`src/hdl/eascu_pkg.sv`:
```
// Shared types, constants and the character classifier of the address syntax checker.
package eascu_pkg;

    localparam int COUNT_BITS = 8;
    localparam int CFG_W      = 8;
    localparam int LEN_CMP_W  = (COUNT_BITS > CFG_W) ? COUNT_BITS : CFG_W;
    localparam int STATUS_W   = 3;

    localparam int QDEPTH = 2;
    localparam int QPTR_W = (QDEPTH > 1) ? $clog2(QDEPTH) : 1;
    localparam int QCNT_W = $clog2(QDEPTH + 1);

    localparam logic [CFG_W-1:0] LOCAL_MAX_RESET  = CFG_W'(64);
    localparam logic [CFG_W-1:0] DOMAIN_MAX_RESET = CFG_W'(63);

    localparam logic [7:0] CHAR_AT  = 8'h40;
    localparam logic [7:0] CHAR_DOT = 8'h2E;

    typedef logic [STATUS_W-1:0] status_t;
    typedef logic [COUNT_BITS-1:0] len_t;

    localparam status_t ST_OK         = 3'd0;
    localparam status_t ST_NO_AT      = 3'd1;
    localparam status_t ST_MANY_AT    = 3'd2;
    localparam status_t ST_LENGTH     = 3'd3;
    localparam status_t ST_EDGE_DOT   = 3'd4;
    localparam status_t ST_DOUBLE_DOT = 3'd5;
    localparam status_t ST_BAD_CHAR   = 3'd6;
    localparam status_t ST_LOCAL_ONLY = 3'd7;

    localparam logic REG_LOCAL_MAX  = 1'b0;
    localparam logic REG_DOMAIN_MAX = 1'b1;

    typedef struct packed {
        logic is_at;
        logic is_dot;
        logic is_base;
        logic is_special;
        logic last;
    } item_t;

    function automatic item_t classify(input logic [7:0] c, input logic last);
        item_t r;
        r.is_at      = (c == CHAR_AT);
        r.is_dot     = (c == CHAR_DOT);
        r.is_base    = c inside {[8'h61:8'h7A], [8'h41:8'h5A], [8'h30:8'h39], 8'h2D, CHAR_DOT};
        r.is_special = c inside {8'h21, 8'h23, 8'h24, 8'h25, 8'h26, 8'h27, 8'h2A, 8'h2B,
                                 8'h2F, 8'h3D, 8'h3F, 8'h5E, 8'h5F, 8'h60, 8'h7B, 8'h7C,
                                 8'h7D, 8'h7E};
        r.last       = last;
        return r;
    endfunction

endpackage

```
`src/hdl/eascu_front.sv`:
```
// Input stage: accepts bytes and registers their character class.
module eascu_front (
    input  logic            clk,
    input  logic            rst_n,
    input  logic            s_tvalid,
    output logic            s_tready,
    input  logic [7:0]      s_tdata,   // [7:0] char_byte
    input  logic            s_tlast,
    output logic            push,
    output eascu_pkg::item_t push_item,
    input  logic            q_ready
);
    import eascu_pkg::*;

    logic  valid_reg, valid_next;
    item_t item_reg, item_next;

    assign s_tready  = !valid_reg || q_ready;
    assign push      = valid_reg && q_ready;
    assign push_item = item_reg;

    always_comb
    begin
        valid_next = valid_reg;
        item_next  = item_reg;
        if (s_tvalid && s_tready)
        begin
            valid_next = 1'b1;
            item_next  = classify(s_tdata, s_tlast);
        end
        else if (push)
        begin
            valid_next = 1'b0;
        end
    end

    always_ff @(posedge clk or negedge rst_n)
    begin
        if (!rst_n)
        begin
            valid_reg <= 1'b0;
        end
        else
        begin
            valid_reg <= valid_next;
        end
    end

    always_ff @(posedge clk)
    begin
        item_reg <= item_next;
    end

endmodule

```
`src/hdl/eascu_queue.sv`:
```
// Short queue of classified characters between the input stage and the checker.
module eascu_queue (
    input  logic             clk,
    input  logic             rst_n,
    input  logic             push,
    input  eascu_pkg::item_t push_item,
    output logic             push_ready,
    input  logic             pop,
    output logic             pop_valid,
    output eascu_pkg::item_t pop_item
);
    import eascu_pkg::*;

    item_t             entry_reg [QDEPTH];
    logic [QPTR_W-1:0] wr_ptr_reg, wr_ptr_next;
    logic [QPTR_W-1:0] rd_ptr_reg, rd_ptr_next;
    logic [QCNT_W-1:0] count_reg, count_next;
    logic              do_push, do_pop;

    assign push_ready = (count_reg != QCNT_W'(QDEPTH));
    assign pop_valid  = (count_reg != '0);
    assign pop_item   = entry_reg[rd_ptr_reg];
    assign do_push    = push && push_ready;
    assign do_pop     = pop && pop_valid;

    always_comb
    begin
        wr_ptr_next = wr_ptr_reg;
        rd_ptr_next = rd_ptr_reg;
        count_next  = count_reg;
        if (do_push)
        begin
            wr_ptr_next = (wr_ptr_reg == QPTR_W'(QDEPTH - 1)) ? '0 : wr_ptr_reg + 1'b1;
        end
        if (do_pop)
        begin
            rd_ptr_next = (rd_ptr_reg == QPTR_W'(QDEPTH - 1)) ? '0 : rd_ptr_reg + 1'b1;
        end
        if (do_push && !do_pop)
        begin
            count_next = count_reg + 1'b1;
        end
        else if (do_pop && !do_push)
        begin
            count_next = count_reg - 1'b1;
        end
    end

    always_ff @(posedge clk or negedge rst_n)
    begin
        if (!rst_n)
        begin
            wr_ptr_reg <= '0;
            rd_ptr_reg <= '0;
            count_reg  <= '0;
        end
        else
        begin
            wr_ptr_reg <= wr_ptr_next;
            rd_ptr_reg <= rd_ptr_next;
            count_reg  <= count_next;
        end
    end

    always_ff @(posedge clk)
    begin
        if (do_push)
        begin
            entry_reg[wr_ptr_reg] <= push_item;
        end
    end

endmodule

```
`src/hdl/eascu_back.sv`:
```
// Checker stage: updates the address state per character and issues the status.
module eascu_back (
    input  logic                           clk,
    input  logic                           rst_n,
    input  logic                           q_valid,
    input  eascu_pkg::item_t               q_item,
    output logic                           q_pop,
    input  logic [eascu_pkg::CFG_W-1:0]    local_max,
    input  logic [eascu_pkg::CFG_W-1:0]    domain_max,
    output logic                           m_tvalid,
    input  logic                           m_tready,
    output logic [7:0]                     m_tdata    // [2:0] status, [7:3] zero
);
    import eascu_pkg::*;

    logic [1:0] at_reg, at_next;
    len_t       llen_reg, llen_next;
    len_t       dlen_reg, dlen_next;
    logic       prev_dot_reg, prev_dot_next;
    logic       lsd_reg, lsd_next;
    logic       led_reg, led_next;
    logic       dsd_reg, dsd_next;
    status_t    err_reg, err_next;
    logic       out_valid_reg, out_valid_next;
    status_t    status_reg, status_next;
    status_t    status_calc;
    logic       len_bad;

    assign q_pop    = q_valid && (!out_valid_reg || m_tready);
    assign m_tvalid = out_valid_reg;
    assign m_tdata  = {{(8 - STATUS_W){1'b0}}, status_reg};

    always_comb
    begin
        at_next       = at_reg;
        llen_next     = llen_reg;
        dlen_next     = dlen_reg;
        prev_dot_next = prev_dot_reg;
        lsd_next      = lsd_reg;
        led_next      = led_reg;
        dsd_next      = dsd_reg;
        err_next      = err_reg;
        if (q_item.is_at)
        begin
            if (at_reg != 2'd2)
            begin
                at_next = at_reg + 1'b1;
            end
            if (at_reg == 2'd0)
            begin
                led_next = prev_dot_reg;
            end
            prev_dot_next = 1'b0;
        end
        else if (at_reg == 2'd0)
        begin
            if (llen_reg == '0 && q_item.is_dot)
            begin
                lsd_next = 1'b1;
            end
            if (llen_reg != '1)
            begin
                llen_next = llen_reg + 1'b1;
            end
            if (err_reg == ST_OK)
            begin
                if (q_item.is_dot && prev_dot_reg)
                begin
                    err_next = ST_DOUBLE_DOT;
                end
                else if (!q_item.is_base && !q_item.is_special)
                begin
                    err_next = ST_BAD_CHAR;
                end
            end
            prev_dot_next = q_item.is_dot;
        end
        else if (at_reg == 2'd1)
        begin
            if (dlen_reg == '0 && q_item.is_dot)
            begin
                dsd_next = 1'b1;
            end
            if (dlen_reg != '1)
            begin
                dlen_next = dlen_reg + 1'b1;
            end
            if (err_reg == ST_OK)
            begin
                if (q_item.is_dot && prev_dot_reg)
                begin
                    err_next = ST_DOUBLE_DOT;
                end
                else if (q_item.is_special)
                begin
                    err_next = ST_LOCAL_ONLY;
                end
                else if (!q_item.is_base)
                begin
                    err_next = ST_BAD_CHAR;
                end
            end
            prev_dot_next = q_item.is_dot;
        end

        len_bad = (llen_next == '0) || (dlen_next == '0) ||
                  (LEN_CMP_W'(llen_next) > LEN_CMP_W'(local_max)) ||
                  (LEN_CMP_W'(dlen_next) > LEN_CMP_W'(domain_max));

        if (at_next == 2'd0)
        begin
            status_calc = ST_NO_AT;
        end
        else if (at_next == 2'd2)
        begin
            status_calc = ST_MANY_AT;
        end
        else if (len_bad)
        begin
            status_calc = ST_LENGTH;
        end
        else if (lsd_next || led_next || dsd_next || prev_dot_next)
        begin
            status_calc = ST_EDGE_DOT;
        end
        else
        begin
            status_calc = err_next;
        end

        out_valid_next = out_valid_reg;
        status_next    = status_reg;
        if (out_valid_reg && m_tready)
        begin
            out_valid_next = 1'b0;
        end
        if (q_pop && q_item.last)
        begin
            out_valid_next = 1'b1;
            status_next    = status_calc;
            at_next        = 2'd0;
            llen_next      = '0;
            dlen_next      = '0;
            prev_dot_next  = 1'b0;
            lsd_next       = 1'b0;
            led_next       = 1'b0;
            dsd_next       = 1'b0;
            err_next       = ST_OK;
        end
    end

    always_ff @(posedge clk or negedge rst_n)
    begin
        if (!rst_n)
        begin
            at_reg        <= 2'd0;
            llen_reg      <= '0;
            dlen_reg      <= '0;
            prev_dot_reg  <= 1'b0;
            lsd_reg       <= 1'b0;
            led_reg       <= 1'b0;
            dsd_reg       <= 1'b0;
            err_reg       <= ST_OK;
            out_valid_reg <= 1'b0;
        end
        else
        begin
            out_valid_reg <= out_valid_next;
            if (q_pop)
            begin
                at_reg       <= at_next;
                llen_reg     <= llen_next;
                dlen_reg     <= dlen_next;
                prev_dot_reg <= prev_dot_next;
                lsd_reg      <= lsd_next;
                led_reg      <= led_next;
                dsd_reg      <= dsd_next;
                err_reg      <= err_next;
            end
        end
    end

    always_ff @(posedge clk)
    begin
        status_reg <= status_next;
    end

endmodule

```
`src/hdl/email_address_syntax_checker_unit.sv`:
```
// Top level of the address syntax checker: register port, input stage, queue and checker.
// m_tvalid rises once the last byte has passed the input stage, the queue and the checker.
// Throughput: one byte per cycle unless the output stalls; the checker updates per character.
// A stalled status halts the checker; the input stage and queue then take up to three bytes.
// Reset: rst_n clears all address state, the queue and the output; limits return to 64 and 63.
module email_address_syntax_checker_unit (
    input  logic        clk,
    input  logic        rst_n,
    input  logic        s_tvalid,
    output logic        s_tready,
    input  logic [7:0]  s_tdata,   // [7:0] char_byte
    input  logic        s_tlast,
    output logic        m_tvalid,
    input  logic        m_tready,
    output logic [7:0]  m_tdata,   // [2:0] status, [7:3] zero
    input  logic        psel,
    input  logic        penable,
    input  logic        pwrite,
    input  logic [2:0]  paddr,
    input  logic [31:0] pwdata,
    output logic [31:0] prdata,
    output logic        pready
);
    import eascu_pkg::*;

    logic [CFG_W-1:0] local_max_reg, domain_max_reg;
    logic             push, q_ready, q_pop, q_valid;
    item_t            push_item, q_item;
    logic             cfg_wr;

    assign pready = 1'b1;
    assign cfg_wr = psel && penable && pwrite && pready;

    always_ff @(posedge clk or negedge rst_n)
    begin
        if (!rst_n)
        begin
            local_max_reg  <= LOCAL_MAX_RESET;
            domain_max_reg <= DOMAIN_MAX_RESET;
        end
        else if (cfg_wr)
        begin
            if (paddr[2] == REG_LOCAL_MAX)
            begin
                local_max_reg <= pwdata[CFG_W-1:0];
            end
            else
            begin
                domain_max_reg <= pwdata[CFG_W-1:0];
            end
        end
    end

    always_comb
    begin
        case (paddr[2])
            REG_LOCAL_MAX:  prdata = {{(32 - CFG_W){1'b0}}, local_max_reg};
            REG_DOMAIN_MAX: prdata = {{(32 - CFG_W){1'b0}}, domain_max_reg};
            default:        prdata = '0;
        endcase
    end

    eascu_front u_front (
        .clk       (clk),
        .rst_n     (rst_n),
        .s_tvalid  (s_tvalid),
        .s_tready  (s_tready),
        .s_tdata   (s_tdata),
        .s_tlast   (s_tlast),
        .push      (push),
        .push_item (push_item),
        .q_ready   (q_ready)
    );

    eascu_queue u_queue (
        .clk        (clk),
        .rst_n      (rst_n),
        .push       (push),
        .push_item  (push_item),
        .push_ready (q_ready),
        .pop        (q_pop),
        .pop_valid  (q_valid),
        .pop_item   (q_item)
    );

    eascu_back u_back (
        .clk        (clk),
        .rst_n      (rst_n),
        .q_valid    (q_valid),
        .q_item     (q_item),
        .q_pop      (q_pop),
        .local_max  (local_max_reg),
        .domain_max (domain_max_reg),
        .m_tvalid   (m_tvalid),
        .m_tready   (m_tready),
        .m_tdata    (m_tdata)
    );

endmodule

```
`config.mk`:
```
export PLATFORM = sky130hd
export DESIGN_NAME = email_address_syntax_checker_unit
export DESIGN_NICKNAME = d
export VERILOG_FILES = /design/src/hdl/eascu_pkg.sv /design/src/hdl/eascu_front.sv /design/src/hdl/eascu_queue.sv /design/src/hdl/eascu_back.sv /design/src/hdl/email_address_syntax_checker_unit.sv
export SDC_FILE = /design/constraint.sdc
export NUM_CORES = 1
export LEC_CHECK = 0
export BUFFER_PORTS_ARGS = -buffer_cell sky130_fd_sc_hd__buf_2
export CAP_MARGIN = 20
export CORE_ASPECT_RATIO = 0.9
export CORE_MARGIN = 2
export CORE_UTILIZATION = 60
export CTS_CLUSTER_DIAMETER = 200
export DETAILED_ROUTE_END_ITERATION = 10
export PLACE_DENSITY = 0.95
export SETUP_SLACK_MARGIN = 0.5
export SYNTH_ARGS = -nofsm -noshare
export SYNTH_HDL_FRONTEND = slang
export SYNTH_HIERARCHICAL = 1
export SYNTH_SLANG_ARGS = --single-unit
```
`constraint.sdc`:
```
create_clock -name clk -period 6.8 [get_ports clk]
set_input_delay 1.02 -clock clk [delete_from_list [all_inputs] [get_ports clk]]
set_output_delay 1.02 -clock clk [all_outputs]
set_load 0.005 [all_outputs]
```
==> impl_summary.md <==
Route
The routed design has 10.3 mm of wire. The number of DRC violations after detailed routing is 0. The number of iterations in the first detailed-routing pass is 5. The vias per cell is 6.29. The routed wire length per instance is 17.9 um. The total number of vias is 3,633.

The number of DRC markers in iteration 0 is 267. The detail route stage leaves a number of antenna-violating nets equal to 0.

Power
The net load switching power is 0.630 mW. VDD sags by at most 0.137 mV. The leakage power summed over all cells is 2.16 nW. The total internal power is 0.977 mW.

The proportion of power drawn by combinational gates is 42.3%. The share of total power in the clock network is 21.2%. The switching part of the total is 39.2%. The areal power density over the cells is 337 mW/mm^2.

The power share of the sequential group is 36.5%.

Worst setup path
The standard cell with the maximum stage delay on the critical path is nor3b_1. Along the worst path, the maximum fanout reaches 21. Data on the critical path is required at its endpoint by 6.90 ns.

The critical path contains buffers and inverters numbering 0 combined. The worst setup path is of the reg -> reg kind. At the worst endpoint, the arrival time is 4.13 ns. The delay of the slowest cell on the worst path is 0.63 ns. In this design, the largest share of critical-path delay is due to simple AND/OR/NAND/NOR gates.

The element type at the critical path start is a register. Traced cell by cell, the critical path runs through mux2_2 > nor3b_1 > o21ai_1 > mux2_2 > ha_1 > nand4_1 > o31a_1 > a311o_1 > and4bb_4 > a221oi_2. The most common cell type on the critical path is mux2_2. The critical path endpoint category is a register.

STA
Adding up every negative setup slack in the final design gives 0 ns. The remaining max-slew budget at the tightest pin is 49.9%. Setup violations remaining at the end of the flow were counted as 0.

Setup repair after global routing left no endpoint under its margin. The highest clock frequency the design can meet is 248 MHz. At the pin with the least slew margin, the transition time is 0.749 ns.

The worst hold slack is 0.455 ns. Counting I/O delays and the setup requirement, the final critical path takes 4.03 ns. Across the routed clock network, the largest skew measured is 0.00902 ns. The final count of hold timing violations is 0. The number of pins exceeding their max-slew limit in the final report is 0. The final critical path takes up 59.3% of the cycle.

The smallest setup slack after layout is 2.77 ns.

Synthesis
The fraction of synthesized cell area in xor and xnor cells is 1.38%. After synthesis, the largest family of logic cells by area is simple AND/OR/NAND/NOR gates. The count of flip-flops with a built-in enable after synthesis is 18. The number of standard cells after synthesis is 450. After synthesis, the largest area contributor takes up 22.6% of total cell area. After synthesis, the mean cell area works out to 9.85 sq um. By area the synthesized netlist is led by dfrtp_1 23%, edfxtp_1 12%, mux2_2 9.1%, ha_1 6.8%, buf_4 5.4%. Sequential elements use 38.9% of the synthesized area. The compound-cell area share of the yosys netlist is 14.3%. Of all flip-flops after synthesis, the portion carrying an async set or reset was 72.3%.

The total of flip-flops plus latches after synthesis is 65. The area share of fa/ha/maj cells after synthesis is 6.77%. The synthesized netlist devotes 18.7% of its cell area to simple gates. The share of cell area taken by muxes after synthesis is 10.0%. The synthesized area is 0.00443 sq mm. For this run, the leading register cell type out of synthesis is dfrtp_1.

The count of cell types in the netlist is 71. The Yosys step of the flow raised 6 warnings. The top cell type by total area after synthesis is dfrtp_1.

Clock tree
The H-tree generated during clock tree synthesis spans 3 levels. The clock root buffer is clkbuf_8. After clock tree synthesis, the flow added hold-fix buffers numbering 0.

The longest clock path from root to sink contains 2 buffers. The number of gates resized after CTS was 0. The number of post-CTS setup repair buffers is 0.

For the worst-skew pair, the clock arrives at the later sink with an insertion delay of 0.35 ns. Clock tree synthesis inserted a total of 9 buffers. The clock tree from TritonCTS is yes.

CTS saw 65 sinks. The CTS clock-pin slew for the worst setup and hold paths is 0.07 ns.

Finish
The repair_antennas step left the layout with diodes totalling 0. The flip-flop count of the largest register after layout is 10. For this run, the post-layout net count is 555.

Registers take 0.00173 sq mm. The footprint of the multi-input gates is 0.00238 sq mm. In the layout the commonest cells are 40 x dfrtp_1, 37 x buf_2, 36 x mux2_2, 33 x nand2_1, 32 x inv_1. From synthesis to final layout, the design area changed by 7.54%. The fraction of layout instances using a drive strength above 1 is 23.1%. The number of inserted filler cells in the final layout is 535. Excluding fillers, the count of instances in the completed layout stands at 578. The commonest non-fill, non-tap cell in the layout is dfrtp_1.

Die
The floorplan has 29 rows. 94 I/O pins were placed. For this configuration, the core starts out at a cell density of 62.3%. The die area is 0.00809 sq mm. The die height is 85.5 um. The total core area is 0.00711 sq mm. The die is 94.6 um wide.

Placement
The total instance count after detailed placement is 561. Before CTS, the worst setup slack after placement is 2.81 ns. Routability-driven placement finished with a final weighted congestion of 0.923. The number of buffer cells added on primary ports is 37.

The HPWL after detailed placement is 7.18 mm.

GRT
The pin count of the biggest net entering global routing is 48. The number of antenna violations at the first check in global routing is 0. The via count of the first global-routing pass is 3,502. The layer flagged by global routing as most heavily used is met2. For met2 alone, demand over resource in global routing was 44.0%.

Global routing consumed, on the met1 layer, 32.6% of the routing resources. The first-pass GRT wire length is 16.5 mm. The total routing usage reported by global routing is 26.2%. The met3 layer usage reported by global route is 4.66%.

The total overflow left after global routing is 0.

Status
The run finished with clean final reports.

Job
The tool flagged a number of max-cap violations equal to 0.

Hold path
The type of the tightest min-delay check is reg -> reg.
-- cell usage after synthesis (all sizes together), types with 5 or more instances --
master,instances
dfstp,7
nand3,9
nor3,5
nor2,31
o21ai,18
nor4b,5
nand2,34
ha,24
edfxtp,18
buf,36
a21oi,21
xnor2,5
mux2,36
and2,9
clkbuf,11
nor2b,7
inv,32
o31ai,6
nand4,9
a22o,11
dfrtp,40
nand2b,9
-- layer usage --
metal / up-vias / routed length, um / part of all wire [%]
li1: 1633 / - / -
met1: 1745 / 4080 / 40
met2: 221 / 5100 / 49
met3: 34 / 832 / 8.1
met4: 0 / 315 / 3.0
met5: - / 0 / 0
-- logic make-up (layout without fill, tap and decap cells) --
family,count (synthesis),after routing
buffers and inverters,79,87
adders and majority gates,24,24
xor gates and xnor gates,7,7
muxes,40,40
AOI/OAI and AO/OA,89,89
other,3,30
and+or+nand+nor,143,143
DFF,65,65
-- final timing paths --
path | startpoint | cells after the start | to | slack [ns]
min in group asynchronous | rst_n | 1 | local_max_reg[7] | 0.53
worst min-delay path | u_front/push_item[3] | 0 | u_queue/entry_reg[1][3] | 0.45
worst max register to register | u_queue/rd_ptr_reg | 10 | u_back/status_reg[0] | 2.77
worst min register to register | u_front/push_item[3] | 0 | u_queue/entry_reg[1][3] | 0.45
worst max-delay path | u_queue/rd_ptr_reg | 10 | u_back/status_reg[0] | 2.77
max in group asynchronous | rst_n | 2 | local_max_reg[6] | 5.72
-- through the flow --
stage,total power [mW],cell area (sq um),utilization (%)
after global routing,1.70,4770,67.0
after CTS,1.59,4750,66.7
after global placement,1.17,4530,63.7
after detailed placement,1.24,4540,63.8
final,1.61,4770,67.0
after floorplan,1.06,4530,-
-- power groups by stage --
stage               logic (mW)  clock network, mW  registers [mW]
floorplan                0.497                  0           0.566
global placement         0.592                  0           0.581
detailed placement       0.648                  0           0.590
CTS                      0.664              0.341           0.585
global route             0.743              0.356           0.599
finish                   0.680              0.340           0.586
-- final cells by class --
type,instances,share of cell area (%)
inverter,32,2.52
multi-input combinational,333,50.0
timing repair buffer,39,4.54
clock inverter,4,1.08
clock buffer,12,3.25
sequential,65,36.2
tap,93,2.44
(Power assumes the default switching activity.)
